$ cat src/rtl/woc_pkg.sv
// ============================================================================
// woc_pkg: shared definitions for the weight-ordered code converter
// Function codes, the stage control struct and the binomial helpers used to
// build constant tables at elaboration.
// ============================================================================
`default_nettype none

package woc_pkg;

    // Default code width and fixed port widths
    localparam int WIDTH_DEF = 16;
    localparam int WORD_W    = 16;
    localparam int FUNC_W    = 2;

    // Request codes
    typedef enum logic [FUNC_W-1:0] {
        FUNC_BIN_TO_E  = 2'd0,
        FUNC_GRAY_TO_E = 2'd1,
        FUNC_E_TO_BIN  = 2'd2,
        FUNC_E_TO_GRAY = 2'd3
    } t_func;

    // Control that travels with each transaction down the chain
    typedef struct packed {
        logic vld;   // stage holds a transaction
        logic rank;  // 1: word to index, 0: index to word
        logic gray;  // Gray stage in front of unrank or behind rank
        logic err;   // conversion disabled
    } t_ctrl;

    // Binomial coefficient C(n, k) through Pascal's triangle (constant use only)
    function automatic int unsigned binom(input int n, input int k);
        int unsigned row [0:31];
        int          i;
        int          j;
        for (i = 0; i < 32; i++) begin
            row[i] = 0;
        end
        row[0] = 1;
        for (i = 1; i <= n; i++) begin
            for (j = i; j >= 1; j--) begin
                row[j] = row[j] + row[j-1];
            end
        end
        if (k < 0 || k > n || k > 31) begin
            return 0;
        end
        return row[k];
    endfunction

    // Index of the first word of weight k: sum of C(w, j) for j < k
    function automatic int unsigned weight_base(input int w, input int k);
        int unsigned s;
        int          j;
        s = 0;
        for (j = 0; j < k; j++) begin
            s = s + binom(w, j);
        end
        return s;
    endfunction

endpackage

`default_nettype wire

$ cat src/rtl/woc_search_cell.sv
// ============================================================================
// woc_search_cell: one step of the weight search
// For an unrank transaction still at weight IDX, subtracts C(WIDTH, IDX) from
// the index if it fits and moves on to the next weight.
// ============================================================================
`default_nettype none

module woc_search_cell #(
    parameter int WIDTH = woc_pkg::WIDTH_DEF,
    parameter int IDX   = 0
) (
    input  wire logic                         i_clk,
    input  wire logic                         i_rst_n,
    input  wire logic                         i_en,
    input  wire woc_pkg::t_ctrl               i_ctrl,
    input  wire logic [WIDTH-1:0]             i_acc,
    input  wire logic [WIDTH-1:0]             i_bits,
    input  wire logic [$clog2(WIDTH+1)-1:0]   i_cnt,
    output woc_pkg::t_ctrl                    o_ctrl,
    output logic [WIDTH-1:0]                  o_acc,
    output logic [WIDTH-1:0]                  o_bits,
    output logic [$clog2(WIDTH+1)-1:0]        o_cnt
);

    localparam int CW = $clog2(WIDTH+1);
    localparam logic [WIDTH-1:0] C_WK  = WIDTH'(woc_pkg::binom(WIDTH, IDX));
    localparam logic [CW-1:0]    IDX_C = CW'(IDX);

    woc_pkg::t_ctrl      r_ctrl;
    logic [WIDTH-1:0]    r_acc;
    logic [WIDTH-1:0]    r_bits;
    logic [CW-1:0]       r_cnt;
    logic                take;
    logic [WIDTH-1:0]    n_acc;
    logic [CW-1:0]       n_cnt;

    // Still searching at this weight and the whole group lies below the index
    always_comb begin
        take  = !i_ctrl.rank && (i_cnt == IDX_C) && (i_acc >= C_WK);
        n_acc = take ? (i_acc - C_WK) : i_acc;
        n_cnt = take ? (i_cnt + CW'(1)) : i_cnt;
    end

    // Control register
    always_ff @(posedge i_clk) begin
        if (!i_rst_n) begin
            r_ctrl <= '0;
        end else if (i_en) begin
            r_ctrl <= i_ctrl;
        end
    end

    // Payload registers
    always_ff @(posedge i_clk) begin
        if (i_en) begin
            r_acc  <= n_acc;
            r_bits <= i_bits;
            r_cnt  <= n_cnt;
        end
    end

    assign o_ctrl = r_ctrl;
    assign o_acc  = r_acc;
    assign o_bits = r_bits;
    assign o_cnt  = r_cnt;

endmodule

`default_nettype wire

$ cat src/rtl/woc_bit_cell.sv
// ============================================================================
// woc_bit_cell: one bit position of the rank / unrank chain
// Rank handles bit IDX (LSB first) and adds C(IDX, ones seen). Unrank handles
// bit WIDTH-1-IDX (MSB first) and places a one where C(p, k) fits the index.
// ============================================================================
`default_nettype none

module woc_bit_cell #(
    parameter int WIDTH = woc_pkg::WIDTH_DEF,
    parameter int IDX   = 0
) (
    input  wire logic                         i_clk,
    input  wire logic                         i_rst_n,
    input  wire logic                         i_en,
    input  wire woc_pkg::t_ctrl               i_ctrl,
    input  wire logic [WIDTH-1:0]             i_acc,
    input  wire logic [WIDTH-1:0]             i_bits,
    input  wire logic [$clog2(WIDTH+1)-1:0]   i_cnt,
    output woc_pkg::t_ctrl                    o_ctrl,
    output logic [WIDTH-1:0]                  o_acc,
    output logic [WIDTH-1:0]                  o_bits,
    output logic [$clog2(WIDTH+1)-1:0]        o_cnt
);

    localparam int CW = $clog2(WIDTH+1);
    localparam int PR = IDX;
    localparam int PU = WIDTH - 1 - IDX;

    logic [WIDTH-1:0]    tab_r [0:WIDTH];
    logic [WIDTH-1:0]    tab_u [0:WIDTH];
    woc_pkg::t_ctrl      r_ctrl;
    logic [WIDTH-1:0]    r_acc;
    logic [WIDTH-1:0]    r_bits;
    logic [CW-1:0]       r_cnt;
    logic [CW-1:0]       seen1;
    logic [WIDTH-1:0]    c_u;
    logic [WIDTH-1:0]    n_acc;
    logic [WIDTH-1:0]    n_bits;
    logic [CW-1:0]       n_cnt;

    // Constant coefficient rows for this cell's two positions
    for (genvar g = 0; g <= WIDTH; g++) begin : g_tab
        assign tab_r[g] = WIDTH'(woc_pkg::binom(PR, g));
        assign tab_u[g] = WIDTH'(woc_pkg::binom(PU, g));
    end

    // Step logic: one add for rank, one compare and subtract for unrank
    always_comb begin
        seen1  = i_cnt + CW'(1);
        c_u    = tab_u[i_cnt];
        n_acc  = i_acc;
        n_bits = i_bits;
        n_cnt  = i_cnt;
        if (i_ctrl.rank) begin
            if (i_bits[PR]) begin
                n_acc = i_acc + tab_r[seen1];
                n_cnt = seen1;
            end
        end else if ((i_cnt != '0) && (c_u <= i_acc)) begin
            n_bits[PU] = 1'b1;
            n_acc      = i_acc - c_u;
            n_cnt      = i_cnt - CW'(1);
        end
    end

    // Control register
    always_ff @(posedge i_clk) begin
        if (!i_rst_n) begin
            r_ctrl <= '0;
        end else if (i_en) begin
            r_ctrl <= i_ctrl;
        end
    end

    // Payload registers
    always_ff @(posedge i_clk) begin
        if (i_en) begin
            r_acc  <= n_acc;
            r_bits <= n_bits;
            r_cnt  <= n_cnt;
        end
    end

    assign o_ctrl = r_ctrl;
    assign o_acc  = r_acc;
    assign o_bits = r_bits;
    assign o_cnt  = r_cnt;

endmodule

`default_nettype wire

$ cat src/rtl/weight_ordered_code_converter.sv
// ============================================================================
// weight_ordered_code_converter: E-code rank / unrank with Gray option
// Converts words to and from their index in the order by weight, then by
// value, through a chain of cells: WIDTH weight-search cells followed by
// WIDTH bit cells, with an output register and a skid register.
// ============================================================================
//
//  channel  | direction | handshake                   | payload
//  ---------+-----------+-----------------------------+------------------------
//  in       | input     | i_in_valid / o_in_ready     | i_func, i_word
//  out      | output    | o_out_valid / i_out_ready   | o_result, o_error
//  cfg      | input     | i_cfg_valid / o_cfg_ready   | i_cfg_ecode_enabled
//
//  One transaction per clock sustained while the skid register is empty; each
//  stage of the chain does one step. A result passes through the input
//  register, WIDTH search cells, WIDTH bit cells and the output register.
//  Reset clears all stage valids and sets ecode_enabled to 1.
//  With i_out_ready low the skid register takes one more result, then
//  o_in_ready drops until the skid register drains. o_cfg_ready is always 1.
// ============================================================================
`default_nettype none

module weight_ordered_code_converter #(
    parameter int WIDTH = woc_pkg::WIDTH_DEF
) (
    input  wire logic                          i_clk,
    input  wire logic                          i_rst_n,
    // input channel
    input  wire logic                          i_in_valid,
    output logic                               o_in_ready,
    input  wire logic [woc_pkg::FUNC_W-1:0]    i_func,
    input  wire logic [woc_pkg::WORD_W-1:0]    i_word,
    // output channel
    output logic                               o_out_valid,
    input  wire logic                          i_out_ready,
    output logic [woc_pkg::WORD_W-1:0]         o_result,
    output logic                               o_error,
    // configuration channel
    input  wire logic                          i_cfg_valid,
    output logic                               o_cfg_ready,
    input  wire logic                          i_cfg_ecode_enabled
);

    localparam int CW    = $clog2(WIDTH+1);
    localparam int LAST  = 2 * WIDTH;
    localparam int WW    = woc_pkg::WORD_W;

    logic                r_ecode_en;
    logic                en;
    woc_pkg::t_ctrl      chain_ctrl [0:LAST];
    logic [WIDTH-1:0]    chain_acc  [0:LAST];
    logic [WIDTH-1:0]    chain_bits [0:LAST];
    logic [CW-1:0]       chain_cnt  [0:LAST];
    woc_pkg::t_ctrl      r_f_ctrl;
    logic [WIDTH-1:0]    r_f_acc;
    logic [WIDTH-1:0]    r_f_bits;
    woc_pkg::t_ctrl      n_f_ctrl;
    logic [WIDTH-1:0]    n_f_acc;
    logic [WIDTH-1:0]    n_f_bits;
    logic [WIDTH-1:0]    w_in;
    logic [WIDTH-1:0]    g_bin;
    logic [WIDTH-1:0]    base_tab [0:WIDTH];
    logic [WIDTH-1:0]    tail_r;
    logic [WW-1:0]       tail_res;
    logic                tail_err;
    logic                r_out_valid;
    logic [WW-1:0]       r_out_result;
    logic                r_out_error;
    logic                r_skid_valid;
    logic [WW-1:0]       r_skid_result;
    logic                r_skid_error;
    logic                n_out_valid;
    logic [WW-1:0]       n_out_result;
    logic                n_out_error;
    logic                n_skid_valid;
    logic [WW-1:0]       n_skid_result;
    logic                n_skid_error;

    // Configuration register
    assign o_cfg_ready = 1'b1;

    always_ff @(posedge i_clk) begin
        if (!i_rst_n) begin
            r_ecode_en <= 1'b1;
        end else if (i_cfg_valid) begin
            r_ecode_en <= i_cfg_ecode_enabled;
        end
    end

    // Chain advances whenever the skid register is free
    assign en         = !r_skid_valid;
    assign o_in_ready = en;

    // Front end: decode request, Gray-to-binary prefix XOR on the index
    always_comb begin
        w_in  = WIDTH'(i_word);
        g_bin = w_in;
        for (int s = 0; s < 5; s++) begin
            g_bin = g_bin ^ (g_bin >> (1 << s));
        end
        n_f_ctrl.vld = i_in_valid;
        n_f_ctrl.err = !r_ecode_en;
        unique case (woc_pkg::t_func'(i_func))
            woc_pkg::FUNC_BIN_TO_E: begin
                n_f_ctrl.rank = 1'b0;
                n_f_ctrl.gray = 1'b0;
            end
            woc_pkg::FUNC_GRAY_TO_E: begin
                n_f_ctrl.rank = 1'b0;
                n_f_ctrl.gray = 1'b1;
            end
            woc_pkg::FUNC_E_TO_BIN: begin
                n_f_ctrl.rank = 1'b1;
                n_f_ctrl.gray = 1'b0;
            end
            woc_pkg::FUNC_E_TO_GRAY: begin
                n_f_ctrl.rank = 1'b1;
                n_f_ctrl.gray = 1'b1;
            end
            default: begin
                n_f_ctrl.rank = 1'b0;
                n_f_ctrl.gray = 1'b0;
            end
        endcase
        if (n_f_ctrl.rank) begin
            n_f_acc  = '0;
            n_f_bits = w_in;
        end else begin
            n_f_acc  = n_f_ctrl.gray ? g_bin : w_in;
            n_f_bits = '0;
        end
    end

    // Input register: control
    always_ff @(posedge i_clk) begin
        if (!i_rst_n) begin
            r_f_ctrl <= '0;
        end else if (en) begin
            r_f_ctrl <= n_f_ctrl;
        end
    end

    // Input register: payload
    always_ff @(posedge i_clk) begin
        if (en) begin
            r_f_acc  <= n_f_acc;
            r_f_bits <= n_f_bits;
        end
    end

    assign chain_ctrl[0] = r_f_ctrl;
    assign chain_acc[0]  = r_f_acc;
    assign chain_bits[0] = r_f_bits;
    assign chain_cnt[0]  = '0;

    // Weight search cells, then bit cells
    for (genvar i = 0; i < WIDTH; i++) begin : g_search
        woc_search_cell #(
            .WIDTH (WIDTH),
            .IDX   (i)
        ) u_search (
            .i_clk   (i_clk),
            .i_rst_n (i_rst_n),
            .i_en    (en),
            .i_ctrl  (chain_ctrl[i]),
            .i_acc   (chain_acc[i]),
            .i_bits  (chain_bits[i]),
            .i_cnt   (chain_cnt[i]),
            .o_ctrl  (chain_ctrl[i+1]),
            .o_acc   (chain_acc[i+1]),
            .o_bits  (chain_bits[i+1]),
            .o_cnt   (chain_cnt[i+1])
        );
    end

    for (genvar i = 0; i < WIDTH; i++) begin : g_bit
        woc_bit_cell #(
            .WIDTH (WIDTH),
            .IDX   (i)
        ) u_bit (
            .i_clk   (i_clk),
            .i_rst_n (i_rst_n),
            .i_en    (en),
            .i_ctrl  (chain_ctrl[WIDTH+i]),
            .i_acc   (chain_acc[WIDTH+i]),
            .i_bits  (chain_bits[WIDTH+i]),
            .i_cnt   (chain_cnt[WIDTH+i]),
            .o_ctrl  (chain_ctrl[WIDTH+i+1]),
            .o_acc   (chain_acc[WIDTH+i+1]),
            .o_bits  (chain_bits[WIDTH+i+1]),
            .o_cnt   (chain_cnt[WIDTH+i+1])
        );
    end

    // Start index of each weight group
    for (genvar g = 0; g <= WIDTH; g++) begin : g_base
        assign base_tab[g] = WIDTH'(woc_pkg::weight_base(WIDTH, g));
    end

    // Back end: add group start for rank, optional binary-to-Gray
    always_comb begin
        tail_r = chain_acc[LAST] + base_tab[chain_cnt[LAST]];
        if (chain_ctrl[LAST].gray) begin
            tail_r = tail_r ^ (tail_r >> 1);
        end
        if (!chain_ctrl[LAST].rank) begin
            tail_r = chain_bits[LAST];
        end
        tail_err = chain_ctrl[LAST].err;
        tail_res = tail_err ? '0 : WW'(tail_r);
    end

    // Output register with skid register
    always_comb begin
        n_out_valid   = r_out_valid;
        n_out_result  = r_out_result;
        n_out_error   = r_out_error;
        n_skid_valid  = r_skid_valid;
        n_skid_result = r_skid_result;
        n_skid_error  = r_skid_error;
        if (r_skid_valid) begin
            if (i_out_ready) begin
                n_out_result = r_skid_result;
                n_out_error  = r_skid_error;
                n_skid_valid = 1'b0;
            end
        end else if (!r_out_valid || i_out_ready) begin
            n_out_valid  = chain_ctrl[LAST].vld;
            n_out_result = tail_res;
            n_out_error  = tail_err;
        end else if (chain_ctrl[LAST].vld) begin
            n_skid_valid  = 1'b1;
            n_skid_result = tail_res;
            n_skid_error  = tail_err;
        end
    end

    always_ff @(posedge i_clk) begin
        if (!i_rst_n) begin
            r_out_valid  <= 1'b0;
            r_skid_valid <= 1'b0;
        end else begin
            r_out_valid  <= n_out_valid;
            r_skid_valid <= n_skid_valid;
        end
    end

    always_ff @(posedge i_clk) begin
        r_out_result  <= n_out_result;
        r_out_error   <= n_out_error;
        r_skid_result <= n_skid_result;
        r_skid_error  <= n_skid_error;
    end

    assign o_out_valid = r_out_valid;
    assign o_result    = r_out_result;
    assign o_error     = r_out_error;

    // ------------------------------------------------------------------------
    // Assertions
    // ------------------------------------------------------------------------

    // An error result carries a zero word
    a_err_zero: assert property (@(posedge i_clk) disable iff (!i_rst_n)
        o_out_valid && o_error |-> o_result == '0)
        else $error("error result with nonzero word");

    // Skid register only fills behind a held output register
    a_skid_behind_out: assert property (@(posedge i_clk) disable iff (!i_rst_n)
        r_skid_valid |-> r_out_valid)
        else $error("skid register full with empty output register");

    // Skid register fills only when the consumer stalled a valid result
    a_skid_fill: assert property (@(posedge i_clk) disable iff (!i_rst_n)
        $rose(r_skid_valid) |-> $past(r_out_valid && !i_out_ready))
        else $error("skid register filled without a stall");

    // Unrank uses up exactly the weight and the index it started with
    a_unrank_done: assert property (@(posedge i_clk) disable iff (!i_rst_n)
        chain_ctrl[LAST].vld && !chain_ctrl[LAST].rank
            |-> chain_cnt[LAST] == '0 && chain_acc[LAST] == '0)
        else $error("unrank left ones or index unplaced");

endmodule

`default_nettype wire
$ cat config.mk
export PLATFORM = sky130hd
export DESIGN_NAME = weight_ordered_code_converter
export DESIGN_NICKNAME = d
export VERILOG_FILES = /design/src/rtl/woc_pkg.sv /design/src/rtl/woc_search_cell.sv /design/src/rtl/woc_bit_cell.sv /design/src/rtl/weight_ordered_code_converter.sv
export SDC_FILE = /design/constraint.sdc
export NUM_CORES = 2
export LEC_CHECK = 0
export BUFFER_PORTS_ARGS = -buffer_cell sky130_fd_sc_hd__buf_2
export CORE_MARGIN = 5
export CORE_UTILIZATION = 60
export DETAILED_ROUTE_END_ITERATION = 8
export PLACE_DENSITY = 0.87
export RECOVER_POWER = 25
export SKIP_CTS_REPAIR_TIMING = 1
export SYNTH_ARGS = -nofsm -noshare
export SYNTH_HDL_FRONTEND = slang
export SYNTH_SLANG_ARGS = --single-unit
$ cat constraint.sdc
create_clock -name i_clk -period 126.6 [get_ports i_clk]
set_input_delay 25.32 -clock i_clk [delete_from_list [all_inputs] [get_ports i_clk]]
set_output_delay 25.32 -clock i_clk [all_outputs]
set_load 0.05 [all_outputs]
==> metrics.cfg <==
[status]
status=finished, violations left
violations=max-capacitance violations, max-slew violations

[yosys]
synth_area_um2=72800
yosysSeqAreaShare_pct=54.9
synth_area_leaders=edfxtp_1 51%, ha_1 7.0%, xnor2_1 3.8%
synth_top_family_by_area=simple AND/OR/NAND/NOR gates
synth_top_cell_by_area=edfxtp_1
ys_types=114
syn_avg_cell_area_um2=11.5
synth_compound_area_share_pct=10.6
synth_flop_cell=edfxtp_1
yosys_warnings=0
synth_edf_count=1240
synthCells=6329
syn_nets=6790
yosysTopAreaCellShare_pct=51.2
synth_xor_area_share_pct=6.81
synth_fa_ha_area_share_pct=7.84
ys_async_sr_fraction_pct=0
synth_seq_cells=1375
yosys.area_share.simple_pct=13.7
synthMuxAreaShare_pct=3.35

[critical_path]
crit_path_end_kind=output pin
worstSetupStartpointType=flip-flop
arrival_ns=7.35
r2r_start=r_skid_valid
rr_worst_depth=5
required_ns=101.28
reg2reg_slack_ns=118.07
cp_max_fo=101
crit_type=reg -> out
r2r-end=o_result[8]
slowest_delay_ns=4.04
path_cells=clkinvlp_2, buf_2
slowest_stage=clkinvlp_2

[route]
first_pass_iters=6
antenna_left=0
wl_per_cell_um=17.8
wl_um=143000
drt_iter0_drc=4230
drc_errors=0
vias=47634
viasPerCell=5.91

[grt]
grt.overflow.total=0
grt_pass1_wl_um=234000
grt_usage_pct=22.1
grt_start_max_net_pins=192
grt_antenna_before_repair=0
grt_pass1_vias=46650

[floorplan]
die_area_um2=128000
coreArea_um2=120000
die_x_um=358
initial_core_util_pct=60.5
placementRows=127
die-height_um=358
io_pins=44

[run]
maxCapViolCount=1

[sta]
hold_violations=0
setup-tns-final_ns=0
fin_ws_ns=93.93
rsz0062_at_grt=no
clock_skew_ns=0.0532
fmax_mhz=30.6
setup_violations=0
post-route-period-util_pct=25.8
max_slew_margin_pct=-207
slew_violations=100
worst_pin_slew_ns=4.58
min_period_ns=32.67

[placement]
dpl.hpwl_um=99000
io_buffer_count=42
routabilityCongestion=0.902
pre_cts_slack_ns=98.55

[hold_path]
hold_path.class=reg -> reg
min_path_cells=0
min_to=g_search[6].u_search.o_bits[3]
hold_path.startpoint=g_search[5].u_search.o_bits[3]

[clocking]
cts-htree-levels=4
cts_tree=built
ctsRootBufferMaster=clkbuf_16
clock_latency_ns=0.78
cts.path.max_buffers=3
cts_buffers=139
clock_sinks=1375
clkTransAtPathRegs_ns=0.06

[power]
power.density_nw_per_um2=27.5
p_leak_nw=30.2
ir_drop_v=0.0000209

[layout]
fill_cells=8608
mostFrequentLayoutCell=edfxtp_1
finish.utilization_pct=65.7
most-common-layout-cells=1240 x edfxtp_1, 489 x nand2_1, 469 x nor2_1
diodes=0
final_nets=6788
syn_to_final_growth_pct=8.58
layout-drive-gt1-share_pct=6.11

flip-flops by register name, summed over array words and instances (netlist names):
| signal | count |
|---|---|
| chain_ctrl | 4 |
| g_bit.u_bit.o_acc | 256 |
| g_bit.u_bit.o_bits | 256 |
| g_bit.u_bit.o_cnt | 80 |
| g_bit.u_bit.o_ctrl | 64 |
| g_search.u_search.o_acc | 256 |
| g_search.u_search.o_bits | 256 |
| g_search.u_search.o_cnt | 70 |
| g_search.u_search.o_ctrl | 64 |
| o_error | 1 |
| o_out_valid | 1 |
| o_result | 16 |
| r_ecode_en | 1 |
| r_f_acc | 16 |
| r_f_bits | 16 |
| r_skid_error | 1 |
| r_skid_result | 16 |
| r_skid_valid | 1 |
critical path, delay by kind of cell, from the launching register on:
kind	cells	cell delay [ns]
buffers and inverters	2	5.37
flip-flops	1	1.13
report_power, final:
part / internal (mW) / total, mW / switching (mW) / leakage [nW]
Sequential: 0.678 / 0.835 / 0.158 / 14.4
Combinational: 0.407 / 0.929 / 0.522 / 13.6
Clock: 0.227 / 0.405 / 0.178 / 2.24
logic make-up after synthesis:
family / Yosys count
mux: 237
fa+ha+maj: 439
xor+xnor: 555
buf+inv: 522
simple gates: 2003
other cells: 2
compound gates: 1196
flops: 1375
worst max-delay path by stage:
stage | end | slack, ns | startpoint | cells past startpoint
finish | o_in_ready | 93.93 | r_skid_valid | 2
global route | o_in_ready | 93.40 | r_skid_valid | 2
CTS | o_in_ready | 98.95 | r_skid_valid | 2
detailed placement | r_f_acc[0] | 98.55 | i_word[14] | 11
global placement | r_f_acc[0] | 98.66 | i_word[14] | 11
floorplan | o_in_ready | 67.77 | r_skid_valid | 3
through the flow:
step,hold slack [ns],cell area [um2],power (mW),std cells
2_1_floorplan,0.400,72800,1.51,6329
3_3_place_gp,0.401,74400,1.71,7798
3_5_place_dp,0.405,74400,1.75,7798
4_1_cts,0.371,79000,2.17,8056
5_1_grt,0.382,79000,2.33,8056
6_report,0.374,79000,2.17,8056
final cells by class:
cell class                 instances  area [um2]  area share, %
tap                             1612        2020           2.55
clock buffer                     184        3820           4.83
timing repair buffer              66         430          0.545
clock inverter                    74         782          0.990
sequential                      1375       39900           50.5
inverter                         313        1180           1.49
multi-input combinational       4432       30900           39.1
Yosys cell counts, drive strengths merged (57+ instances only):
cell and n:
mux2i 197, clkbuf 177, nor3 159, nor2 471, dfxtp 135, xor2 231
xnor2 320, or3 61, inv 310, edfxtp 1240, nand2 490, nand3 155
a21oi 301, nor4 57, nand2b 75, a211oi 73, a21o 70, o21ai 299
ha 408, nor2b 229
per-layer routing:
metal,vias to the layer above,part of all wire (%),routed length [um],GRT usage (%)
met5,-,0,0,0
met4,0,2.7,3840,7.00
met3,306,5.0,7220,3.24
met2,1299,50,71800,38.8
met1,22828,42,60400,28.7
li1,23201,-,-,-
(Power assumes the default switching activity.)
